--- src/sv/rall_pkg.sv ---
package rall_pkg;

  localparam int MAX_TYPES   = 8;
  localparam int MAX_PLAYERS = 16;
  localparam int QUEUE_DEPTH = 32;

  localparam int TYPE_W   = $clog2(MAX_TYPES);
  localparam int TCNT_W   = $clog2(MAX_TYPES + 1);
  localparam int PLAYER_W = 4;
  localparam int SYM_W    = 8;
  localparam int CNT_W    = 8;
  localparam int QIDX_W   = $clog2(QUEUE_DEPTH);
  localparam int QLEN_W   = $clog2(QUEUE_DEPTH + 1);
  localparam int HADDR_W  = $clog2(MAX_PLAYERS * MAX_TYPES);
  localparam int PADDR_W  = 5;
  localparam int PDATA_W  = 64;

  localparam logic [1:0] REG_TYPES = 2'd0;
  localparam logic [1:0] REG_SYMS  = 2'd1;
  localparam logic [1:0] REG_STOCK = 2'd2;

  localparam logic [1:0] KIND_ANSWER   = 2'd0;
  localparam logic [1:0] KIND_RETURNED = 2'd1;
  localparam logic [1:0] KIND_UNBLOCK  = 2'd2;
  localparam logic [1:0] KIND_SUMMARY  = 2'd3;

  localparam logic CMD_REQUEST = 1'b0;
  localparam logic CMD_RELEASE = 1'b1;

  typedef struct packed {
    logic [PLAYER_W-1:0] player;
    logic [SYM_W-1:0]    symbol;
  } wait_entry_t;

  typedef enum logic [1:0] {
    Q_NONE,
    Q_PUSH,
    Q_POP,
    Q_RECYCLE
  } q_op_t;

  typedef struct packed {
    logic                 we;
    logic [HADDR_W-1:0]   waddr;
    logic [CNT_W-1:0]     wdata;
    logic [HADDR_W-1:0]   raddr;
  } held_ctl_t;

  typedef enum logic [3:0] {
    S_IDLE,
    S_REQ,
    S_REQ_WR,
    S_DROP,
    S_TYPE_RD,
    S_TYPE_CHK,
    S_UB_LOOK,
    S_UB_WR,
    S_SUM
  } state_t;

  function automatic logic [SYM_W-1:0] upcase(input logic [SYM_W-1:0] s);
    logic [SYM_W-1:0] r;
    r = s;
    if (s >= 8'h61 && s <= 8'h7A) r = s - 8'd32;
    return r;
  endfunction

  function automatic logic [CNT_W-1:0] sat_add(input logic [CNT_W-1:0] a,
                                               input logic [CNT_W-1:0] b);
    logic [CNT_W:0] s;
    s = {1'b0, a} + {1'b0, b};
    return s[CNT_W] ? {CNT_W{1'b1}} : s[CNT_W-1:0];
  endfunction

endpackage

--- src/sv/rall_held_mem.sv ---
module rall_held_mem (
  input  logic                 clk,
  input  logic                 rst,
  input  rall_pkg::held_ctl_t  ctl,
  output logic [7:0]           rdata
);
  import rall_pkg::*;

  localparam int DEPTH = MAX_PLAYERS * MAX_TYPES;

  logic [CNT_W-1:0] mem [DEPTH];
  logic [DEPTH-1:0] valid;
  logic [CNT_W-1:0] rd_q;
  logic             rv_q;

  always_ff @(posedge clk) begin
    if (ctl.we) mem[ctl.waddr] <= ctl.wdata;
    rd_q <= mem[ctl.raddr];
  end

  always_ff @(posedge clk) begin
    if (rst) begin
      valid <= '0;
      rv_q  <= 1'b0;
    end else begin
      if (ctl.we) valid[ctl.waddr] <= 1'b1;
      rv_q <= valid[ctl.raddr];
    end
  end

  assign rdata = rv_q ? rd_q : '0;

endmodule

--- src/sv/rall_wait_q.sv ---
module rall_wait_q (
  input  logic                   clk,
  input  logic                   rst,
  input  rall_pkg::q_op_t        op,
  input  rall_pkg::wait_entry_t  push_data,
  output rall_pkg::wait_entry_t  head,
  output logic [5:0]             length
);
  import rall_pkg::*;

  wait_entry_t entries [QUEUE_DEPTH];
  logic        full;

  assign full = (length == QLEN_W'(QUEUE_DEPTH));
  assign head = entries[0];

  always_ff @(posedge clk) begin
    if (rst) begin
      length <= '0;
    end else begin
      case (op)
        Q_PUSH: if (!full) length <= length + 1'b1;
        Q_POP: if (length != '0) length <= length - 1'b1;
        default: ;
      endcase
    end
  end

  for (genvar i = 0; i < QUEUE_DEPTH; i++) begin : g_slot
    if (i < QUEUE_DEPTH - 1) begin : g_mid
      always_ff @(posedge clk) begin
        case (op)
          Q_PUSH: if (!full && length == QLEN_W'(i)) entries[i] <= push_data;
          Q_POP: entries[i] <= entries[i+1];
          Q_RECYCLE: begin
            if (length == QLEN_W'(i + 1)) entries[i] <= entries[0];
            else entries[i] <= entries[i+1];
          end
          default: ;
        endcase
      end
    end else begin : g_end
      always_ff @(posedge clk) begin
        case (op)
          Q_PUSH: if (!full && length == QLEN_W'(i)) entries[i] <= push_data;
          Q_RECYCLE: if (length == QLEN_W'(i + 1)) entries[i] <= entries[0];
          default: ;
        endcase
      end
    end
  end

endmodule

--- src/sv/resource_allocator_wait_queue.sv ---
// A request gives a single result: its answer, formed in S_REQ, or in S_REQ_WR when granted.
// A release first passes once over the wait queue to drop the player's waiters, then reads
// each type in use in turn; each held type adds one pass over the queue plus a write step
// (S_UB_WR) for each unblocked waiter, and a summary step (S_SUM) ends the release. Every
// result is registered before it shows on the ports, in the cycle after it is formed.
// One item is worked at a time; busy is high throughout, and results are one-cycle
// strobes that the receiver cannot stall. Reset is synchronous and needs no clearing pass.
module resource_allocator_wait_queue (
  input  logic        clk,
  input  logic        rst,
  input  logic        psel,
  input  logic        penable,
  input  logic        pwrite,
  input  logic [4:0]  paddr,
  input  logic [63:0] pwdata,
  output logic [63:0] prdata,
  output logic        pready,
  input  logic        start,
  output logic        busy,
  input  logic        command,
  input  logic [3:0]  player_id,
  input  logic [7:0]  resource_symbol,
  output logic        result_valid,
  output logic [1:0]  kind,
  output logic [3:0]  player_id_out,
  output logic [7:0]  symbol_out,
  output logic [7:0]  amount,
  output logic        granted,
  output logic        last
);
  import rall_pkg::*;

  state_t state, state_next;

  logic [3:0]          types_in_use;
  logic [63:0]         type_symbols;
  logic [63:0]         initial_stock;
  logic [CNT_W-1:0]    avail [MAX_TYPES];

  logic [PLAYER_W-1:0] pl;
  logic [SYM_W-1:0]    sym;
  logic [TCNT_W-1:0]   t;
  logic [CNT_W-1:0]    amt;
  logic [TCNT_W-1:0]   nret;
  logic [QLEN_W-1:0]   cnt;
  logic [QLEN_W-1:0]   rot_total;

  logic [TCNT_W-1:0]   nt;
  logic [SYM_W-1:0]    cur_sym;
  logic [CNT_W-1:0]    cur_avail;
  logic                hit;
  logic [TYPE_W-1:0]   hit_t;
  logic                cfg_we;
  logic                accept;
  logic                ub_grant;

  q_op_t               q_op;
  wait_entry_t         q_push;
  wait_entry_t         q_head;
  logic [QLEN_W-1:0]   q_len;
  held_ctl_t           hctl;
  logic [CNT_W-1:0]    held_rdata;

  logic                emit;
  logic [1:0]          e_kind;
  logic [PLAYER_W-1:0] e_pl;
  logic [SYM_W-1:0]    e_sym;
  logic [CNT_W-1:0]    e_amt;
  logic                e_gr;
  logic                e_last;

  rall_wait_q u_q (
    .clk(clk), .rst(rst), .op(q_op), .push_data(q_push), .head(q_head), .length(q_len)
  );

  rall_held_mem u_held (
    .clk(clk), .rst(rst), .ctl(hctl), .rdata(held_rdata)
  );

  assign pready  = 1'b1;
  assign cfg_we  = psel && penable && pwrite && pready;
  assign busy    = (state != S_IDLE);
  assign accept  = start && !busy;
  assign nt      = (types_in_use > 4'(MAX_TYPES)) ? TCNT_W'(MAX_TYPES) : types_in_use;
  assign cur_sym = type_symbols[8*t[TYPE_W-1:0] +: 8];
  assign cur_avail = avail[t[TYPE_W-1:0]];
  assign ub_grant = (cnt != rot_total) && (q_head.symbol == cur_sym) &&
                    (amt != '0) && (cur_avail != '0);

  always_comb begin
    case (paddr[4:3])
      REG_TYPES: prdata = {60'd0, types_in_use};
      REG_SYMS:  prdata = type_symbols;
      REG_STOCK: prdata = initial_stock;
      default:   prdata = '0;
    endcase
  end

  always_comb begin
    hit   = 1'b0;
    hit_t = '0;
    for (int i = MAX_TYPES - 1; i >= 0; i--) begin
      if (TCNT_W'(i) < nt && type_symbols[8*i +: 8] == sym && avail[i] != '0) begin
        hit   = 1'b1;
        hit_t = TYPE_W'(i);
      end
    end
  end

  always_comb begin
    state_next = state;
    case (state)
      S_IDLE: if (accept) state_next = (command == CMD_RELEASE) ? S_DROP : S_REQ;
      S_REQ: state_next = hit ? S_REQ_WR : S_IDLE;
      S_REQ_WR: state_next = S_IDLE;
      S_DROP: if (cnt == rot_total) state_next = S_TYPE_RD;
      S_TYPE_RD: state_next = (t >= nt) ? S_SUM : S_TYPE_CHK;
      S_TYPE_CHK: state_next = (held_rdata == '0) ? S_TYPE_RD : S_UB_LOOK;
      S_UB_LOOK: begin
        if (cnt == rot_total) state_next = S_TYPE_RD;
        else if (ub_grant) state_next = S_UB_WR;
      end
      S_UB_WR: state_next = S_UB_LOOK;
      S_SUM: state_next = S_IDLE;
      default: state_next = S_IDLE;
    endcase
  end

  always_comb begin
    q_op   = Q_NONE;
    q_push = '{player: pl, symbol: sym};
    hctl   = '{we: 1'b0, waddr: {pl, t[TYPE_W-1:0]}, wdata: '0,
               raddr: {pl, t[TYPE_W-1:0]}};
    emit   = 1'b0;
    e_kind = KIND_ANSWER;
    e_pl   = pl;
    e_sym  = sym;
    e_amt  = '0;
    e_gr   = 1'b0;
    e_last = 1'b0;
    case (state)
      S_REQ: begin
        hctl.raddr = {pl, hit_t};
        if (!hit) begin
          q_op   = Q_PUSH;
          emit   = 1'b1;
          e_last = 1'b1;
        end
      end
      S_REQ_WR: begin
        hctl.we    = 1'b1;
        hctl.wdata = sat_add(held_rdata, 8'd1);
        emit       = 1'b1;
        e_gr       = 1'b1;
        e_last     = 1'b1;
      end
      S_DROP: begin
        if (cnt != rot_total) q_op = (q_head.player == pl) ? Q_POP : Q_RECYCLE;
      end
      S_TYPE_CHK: begin
        if (held_rdata != '0) begin
          hctl.we = 1'b1;
          emit    = 1'b1;
          e_kind  = KIND_RETURNED;
          e_sym   = cur_sym;
          e_amt   = held_rdata;
        end
      end
      S_UB_LOOK: begin
        hctl.raddr = {q_head.player, t[TYPE_W-1:0]};
        if (cnt != rot_total && !ub_grant) q_op = Q_RECYCLE;
      end
      S_UB_WR: begin
        q_op       = Q_POP;
        hctl.we    = 1'b1;
        hctl.waddr = {q_head.player, t[TYPE_W-1:0]};
        hctl.wdata = sat_add(held_rdata, 8'd1);
        emit       = 1'b1;
        e_kind     = KIND_UNBLOCK;
        e_pl       = q_head.player;
        e_sym      = cur_sym;
      end
      S_SUM: begin
        emit   = 1'b1;
        e_kind = KIND_SUMMARY;
        e_sym  = '0;
        e_amt  = CNT_W'(nret);
        e_last = 1'b1;
      end
      default: ;
    endcase
  end

  always_ff @(posedge clk) begin
    if (rst) begin
      state        <= S_IDLE;
      types_in_use <= 4'(MAX_TYPES);
      type_symbols <= '0;
      initial_stock <= '0;
      for (int i = 0; i < MAX_TYPES; i++) avail[i] <= '0;
      result_valid <= 1'b0;
    end else begin
      state        <= state_next;
      result_valid <= emit;
      if (cfg_we) begin
        case (paddr[4:3])
          REG_TYPES: types_in_use <= pwdata[3:0];
          REG_SYMS:  type_symbols <= pwdata;
          REG_STOCK: begin
            initial_stock <= pwdata;
            for (int i = 0; i < MAX_TYPES; i++) avail[i] <= pwdata[8*i +: 8];
          end
          default: ;
        endcase
      end else begin
        case (state)
          S_REQ: if (hit) avail[hit_t] <= avail[hit_t] - 1'b1;
          S_TYPE_CHK: begin
            if (held_rdata != '0) avail[t[TYPE_W-1:0]] <= sat_add(cur_avail, held_rdata);
          end
          S_UB_WR: avail[t[TYPE_W-1:0]] <= cur_avail - 1'b1;
          default: ;
        endcase
      end
    end
  end

  always_ff @(posedge clk) begin
    kind          <= e_kind;
    player_id_out <= e_pl;
    symbol_out    <= e_sym;
    amount        <= e_amt;
    granted       <= e_gr;
    last          <= e_last;
    case (state)
      S_IDLE: begin
        pl        <= player_id;
        sym       <= upcase(resource_symbol);
        cnt       <= '0;
        rot_total <= q_len;
        t         <= '0;
        nret      <= '0;
      end
      S_REQ: t <= TCNT_W'(hit_t);
      S_DROP: if (cnt != rot_total) cnt <= cnt + 1'b1;
      S_TYPE_CHK: begin
        if (held_rdata == '0) begin
          t <= t + 1'b1;
        end else begin
          amt       <= held_rdata;
          nret      <= nret + 1'b1;
          cnt       <= '0;
          rot_total <= q_len;
        end
      end
      S_UB_LOOK: begin
        if (cnt == rot_total) t <= t + 1'b1;
        else if (!ub_grant) cnt <= cnt + 1'b1;
      end
      S_UB_WR: begin
        amt <= amt - 1'b1;
        cnt <= cnt + 1'b1;
      end
      default: ;
    endcase
  end

endmodule

--- config.mk ---
export PLATFORM = sky130hd
export DESIGN_NAME = resource_allocator_wait_queue
export DESIGN_NICKNAME = d
export VERILOG_FILES = /design/src/sv/rall_pkg.sv /design/src/sv/rall_held_mem.sv /design/src/sv/rall_wait_q.sv /design/src/sv/resource_allocator_wait_queue.sv
export SDC_FILE = /design/constraint.sdc
export NUM_CORES = 2
export LEC_CHECK = 0
export ABC_AREA = 1
export ABC_CLOCK_PERIOD_IN_PS = 10000
export BUFFER_PORTS_ARGS = -buffer_cell sky130_fd_sc_hd__buf_2
export CAP_MARGIN = 20
export CORE_ASPECT_RATIO = 1.1
export CORE_MARGIN = 10
export CORE_UTILIZATION = 49
export CTS_CLUSTER_DIAMETER = 150
export DETAILED_ROUTE_END_ITERATION = 7
export MAX_ROUTING_LAYER = met4
export PLACE_DENSITY = 0.62
export SLEW_MARGIN = 40
export SYNTH_ARGS = -nofsm -noshare
export SYNTH_HDL_FRONTEND = slang
export SYNTH_HIERARCHICAL = 1
export SYNTH_SLANG_ARGS = --single-unit
--- constraint.sdc ---
create_clock -name clk -period 10 [get_ports clk]
set_clock_uncertainty 0.1 [all_clocks]
set_input_delay 1.5 -clock clk [delete_from_list [all_inputs] [get_ports clk]]
set_output_delay 1.5 -clock clk [all_outputs]
set_load 0.005 [all_outputs]
Word-level counts from Yosys, hierarchy flattened
Memories as Yosys holds them, arrays and structs flattened. A register that Yosys moved wholly into a read port is not among the register bits. Cells that the tools add are included.

Bits in registers: 336. Bits in writable memories: 1472. Input bits: 88. Word-level logic and storage cells: 810. Memories kept: 3.

Add/sub/neg operators: 11. $lt $le $gt $ge: 15. Equality and inequality tests: 68. Shift operators: 1. Multiplexer cells: 491. Bitwise logic cells: 104. Reduce and logical (&&, ||, !) cells: 96.

Memories: u_held.mem (words 128, width 8, rd ports 1, clocked after Yosys merged registers in 1, write ports 1, line rall_held_mem.sv:11) `logic [CNT_W-1:0] mem [DEPTH];`; u_q.entries (words 32, width 12, rd ports 32, clocked after Yosys merged registers in 0, write ports 32, line rall_wait_q.sv:11) `wait_entry_t entries [QUEUE_DEPTH];`; avail (words 8, width 8, rd ports 10, clocked after Yosys merged registers in 1, write ports 8, line resource_allocator_wait_queue.sv:38) `logic [CNT_W-1:0] avail [MAX_TYPES];`.

Operators by type and width (count): 12-bit two-way mux (94); 1-bit two-way mux (326); 64-bit one-hot mux with 3 select lines (1); 8-bit two-way mux (19); 128-bit OR (1); 1-bit OR (103); 6-bit by 5-bit equality test with 1-bit output (second input constant) (16); 8-bit nonzero test (11); 8-bit equality test (9); 64-bit by 7-bit indexed part select with 8-bit output (1); 1-bit logical AND (57); 6-bit by 4-bit equality test with 1-bit output (second input constant) (8); 6-bit two-way mux (7); 4-bit two-way mux (10); 3-bit two-way mux (11); 8-bit one-hot mux with 2 select lines (2); 6-bit one-hot mux with 5 select lines (1); 4-bit one-hot mux with 7 select lines (1); 6-bit by 3-bit equality test with 1-bit output (second input constant) (4); 6-bit one-hot mux with 2 select lines (2); 8-bit one-hot mux with 3 select lines (1); 8-bit by 1-bit subtractor with 8-bit output (second input constant) (3); 2-bit inequality test (second input constant) (9); 4-bit by 3-bit equality test with 1-bit output (second input constant) (4); 54 further kinds (85).

Longest topological paths before layout
Word-level depth: 21. Mapped depth: 32. Gate-level depth less buffers: 28.

Hierarchy
Netlist, hierarchy kept.

Modules (own cells, without submodules): rall_held_mem (times used 1, cells an instance 4268, area each 47043.9 sq um); rall_wait_q (times used 1, cells an instance 2302, area each 20440.9 sq um); resource_allocator_wait_queue (times used 1, cells an instance 2062, area each 15285.9 sq um).

Worst setup path before layout
Ideal clock, no wire load.

Path kind: register -> register. From: register u_held.rv_q. To: memory u_held.mem[0][6] (data pin). Setup time: 0.969 ns. Data arrival time: 4.962 ns. Data required time: 8.931 ns. Setup slack: 3.969 ns. Cell stages (with the launch flop): 13. Clock period less this slack: 6.031 ns. Cells stage by stage: dfxtp_1 > clkbuf_1 > nand2_1 > inv_1 > ha_1 > nand2_1 > nor2_1 > inv_1 > nor2_1 > inv_1 > nor2_1 > o21ai_0 > a31oi_1.

RTL lines: start, declared (line rall_held_mem.sv:14) `logic rv_q;`; start signal, assigned (line rall_held_mem.sv:27) `rv_q <= valid[ctl.raddr];`; end, declared (line rall_held_mem.sv:11).

==> out/metrics.cfg <==
[worst_setup_path]
path_buf_inv = 7
cpLargestDelayFamily = buffers and inverters
slowest_delay_ns = 0.91
worst_path_most_repeated_cell = nand2_1
cp_slowest_cell = dfxtp_1
cp-end-kind = register
cp_max_fo = 36
critPathRequiredTime_ns = 10.49
worstSetupPathType = reg2reg
startpoint_type = register
cp_cell_sequence = inv_1, a21oi_1, o21ai_0, nand2_1, inv_1, o21ai_0, inv_1, ha_1, a31oi_1, nand4_1, nand3_1, nand3_1, buf_4, inv_2, nand2_4, buf_4, nand2_1, inv_1, nand2_1, nand2_1, nand2_1, nand2_1
arrival_ns = 7.45

[drt]
routed_wl_mm = 272
drt_drc_violations_left = 0
wl_per_cell_um = 24.6
drtIter0Drc = 9045
detail-route-antenna-nets = 0
via_per_inst = 5.94
dr.pass1.iters = 6
vias = 65500

[synth]
synth-edff-count = 1512
ys_ff_latch = 1819
syn_area_um2 = 82800
seq_area_frac_synth = 0.623
synth_nets = 8749
synth_area_leaders = edfxtp_1, nand2_1, nand3_1
synth_cells = 8632
ys_types = 65
syn_avg_cell_area_um2 = 9.59
async_flop_share = 0
ys.flop_type = edfxtp_1
synth_area_leader_cell = edfxtp_1
synth_top_area_frac = 0.549
synth_warnings = 6

[sta]
finalCritPeriodShare = 0.697
rsz0062_at_grt = no
period_needed_ns = 6.97
slew_headroom = 0.344
setup_viol = 0
fmax_mhz = 144
hold_viol = 0
slew_viol_final = 0
setup-tns-final_ns = 0
worstMarginPinSlew_ns = 0.978

[clocking]
htreeDepth = 4
post_cts_buffers = 0
clkSlewWorstSetupHoldPaths_ns = 0.06
clock-sinks = 1819
holdBufCountCts = 0
cts_resized = 0
cts_root_buf = clkbuf_16
cts_tree = yes
clkLatencyLatePin_ns = 0.85
cts_buffers = 186
cts_buffer_depth = 3

[grt]
grt_max_degree = 176
grt_overflow = 0
grt_pass1_vias = 60600
track_usage = 0.291
grt_pass1_wl_mm = 398
antenna_found_initial = 9

[placement]
portBuffers = 174
hpwl_mm = 170
gp_congestion = 0.975

[finish]
area_growth_pct = 10.6
fill_cells = 14800
final_util = 0.544
layout_common_cells = nand2_1, edfxtp_1, nand3_1, o21ai_0, inv_1
final_common_cell = nand2_1
final_nets = 8746
layout-drive-gt1-share = 0.0930

[die]
ios = 179
core.rowCount = 158
core_um2 = 168000
dieWidth_um = 412
fp.dieArea_um2 = 186000
start_util = 0.492
fp.dieH_um = 451

[power_and_ir_drop]
swShare = 0.406
power_density_nw_per_um2 = 288
max-vdd-ir-drop_v = 0.000289
switching_power_uw = 10700
power_frac_clock = 0.262
power_frac_seq = 0.366
p_leak_uw = 0.0344
combPwrFrac = 0.371
power.internal_uw = 15600

[flow_run]
cap_violations = 0

[min_path]
hp-class = reg2reg

[status]
status = finished, final reports clean

-- registers in the layout, indices dropped and copies added (netlist names), 6 cells and up, named ones only --
name           flops
symbol_out         8
initial_stock     64
u_q/entries      384
u_held/rd_q        8
u_held/valid     128
rot_total          6
type_symbols      64
cnt                6
u_q/length         6
avail             64
sym                8
amount             8
amt                8
u_held/mem      1024
-- synth_stat cells (all sizes together) (2+ instances only) --
cell type / n
a31oi: 13
xor2: 47
nand3b: 3
or2: 3
clkinv: 7
nor4: 12
nor3b: 3
a21oi: 191
nand3: 1359
buf: 337
inv: 614
nand2: 2303
dfxtp: 307
edfxtp: 1512
and2: 5
clkbuf: 162
o311ai: 3
o22ai: 119
o221ai: 13
nor2: 691
ha: 28
nand4: 29
o21bai: 2
xnor2: 24
o211ai: 92
nor3: 30
o21ai: 713
-- worst min-delay path: stages, from the launching register on --
cell and delay [ns]:
dfxtp_1 0.32, nor2_1 0.05, nor2_1 0.07
-- power by group through the flow --
stage	Clock, uW	Combinational [uW]	Sequential, uW
global placement	0	9330	9790
finish	6900	9770	9640
global route	7270	10500	9680
floorplan	0	5980	9680
detailed placement	0	9450	9790
CTS	6980	9500	9630
-- kinds of logic after synthesis --
kind of cell	Yosys count	share of synthesized area
AND/OR/NAND/NOR	4440	0.228
flip-flops	1819	0.623
AO/OA/AOI/OAI	1152	0.0763
buffers and inverters	1120	0.0605
XOR/XNOR	71	0.00751
adder cells (fa/ha/maj)	29	0.00447
other	1	0.0000453
-- layout make-up --
class / instances / area [um^2] / area share
Sequential cell: 1819 / 51500 / 0.563
Multi-Input combinational cell: 5693 / 26600 / 0.291
Clock buffer: 274 / 5210 / 0.0569
Tap cell: 2240 / 2800 / 0.0306
Inverter: 621 / 2400 / 0.0262
Timing Repair Buffer: 308 / 2080 / 0.0227
Clock inverter: 77 / 825 / 0.00901
Antenna cell: 3 / 7.51 / 0.0000820
-- per-stage QoR --
step,hold WS [ns],std cells,cell area [um^2],power (uW),worst slack [ns]
2_1_floorplan,0.309,8632,82800,15700,3.97
3_3_place_gp,0.349,10700,85000,19100,2.91
3_5_place_dp,0.358,10700,85300,19200,3.40
4_1_cts,0.372,11000,91400,26100,3.33
5_1_grt,0.389,11000,91500,27400,2.92
6_report,0.369,11000,91500,26300,3.03
-- path summary, 6_finish.rpt --
path	start	to	slack, ns	cells after the start
min reg2reg	u_held/valid[119]$_SDFFE_PP0P_	u_held/valid[119]$_SDFFE_PP0P_	0.37	2
max	register	u_q/entries[1][85]$_DFFE_PP_	3.03	22
max reg2reg	register	u_q/entries[1][85]$_DFFE_PP_	3.03	22
min	u_held/valid[119]$_SDFFE_PP0P_	u_held/valid[119]$_SDFFE_PP0P_	0.37	2
-- routing by layer --
metal  GRT usage  vias up  routed length, um
li1            -    29500                  -
met1       0.401    31700             110000
met2       0.427     3645             120000
met3      0.0596      614              30600
met4       0.105        0              10800
met5           -        -                  0
Note: power is estimated with default switching activity, not from simulation.
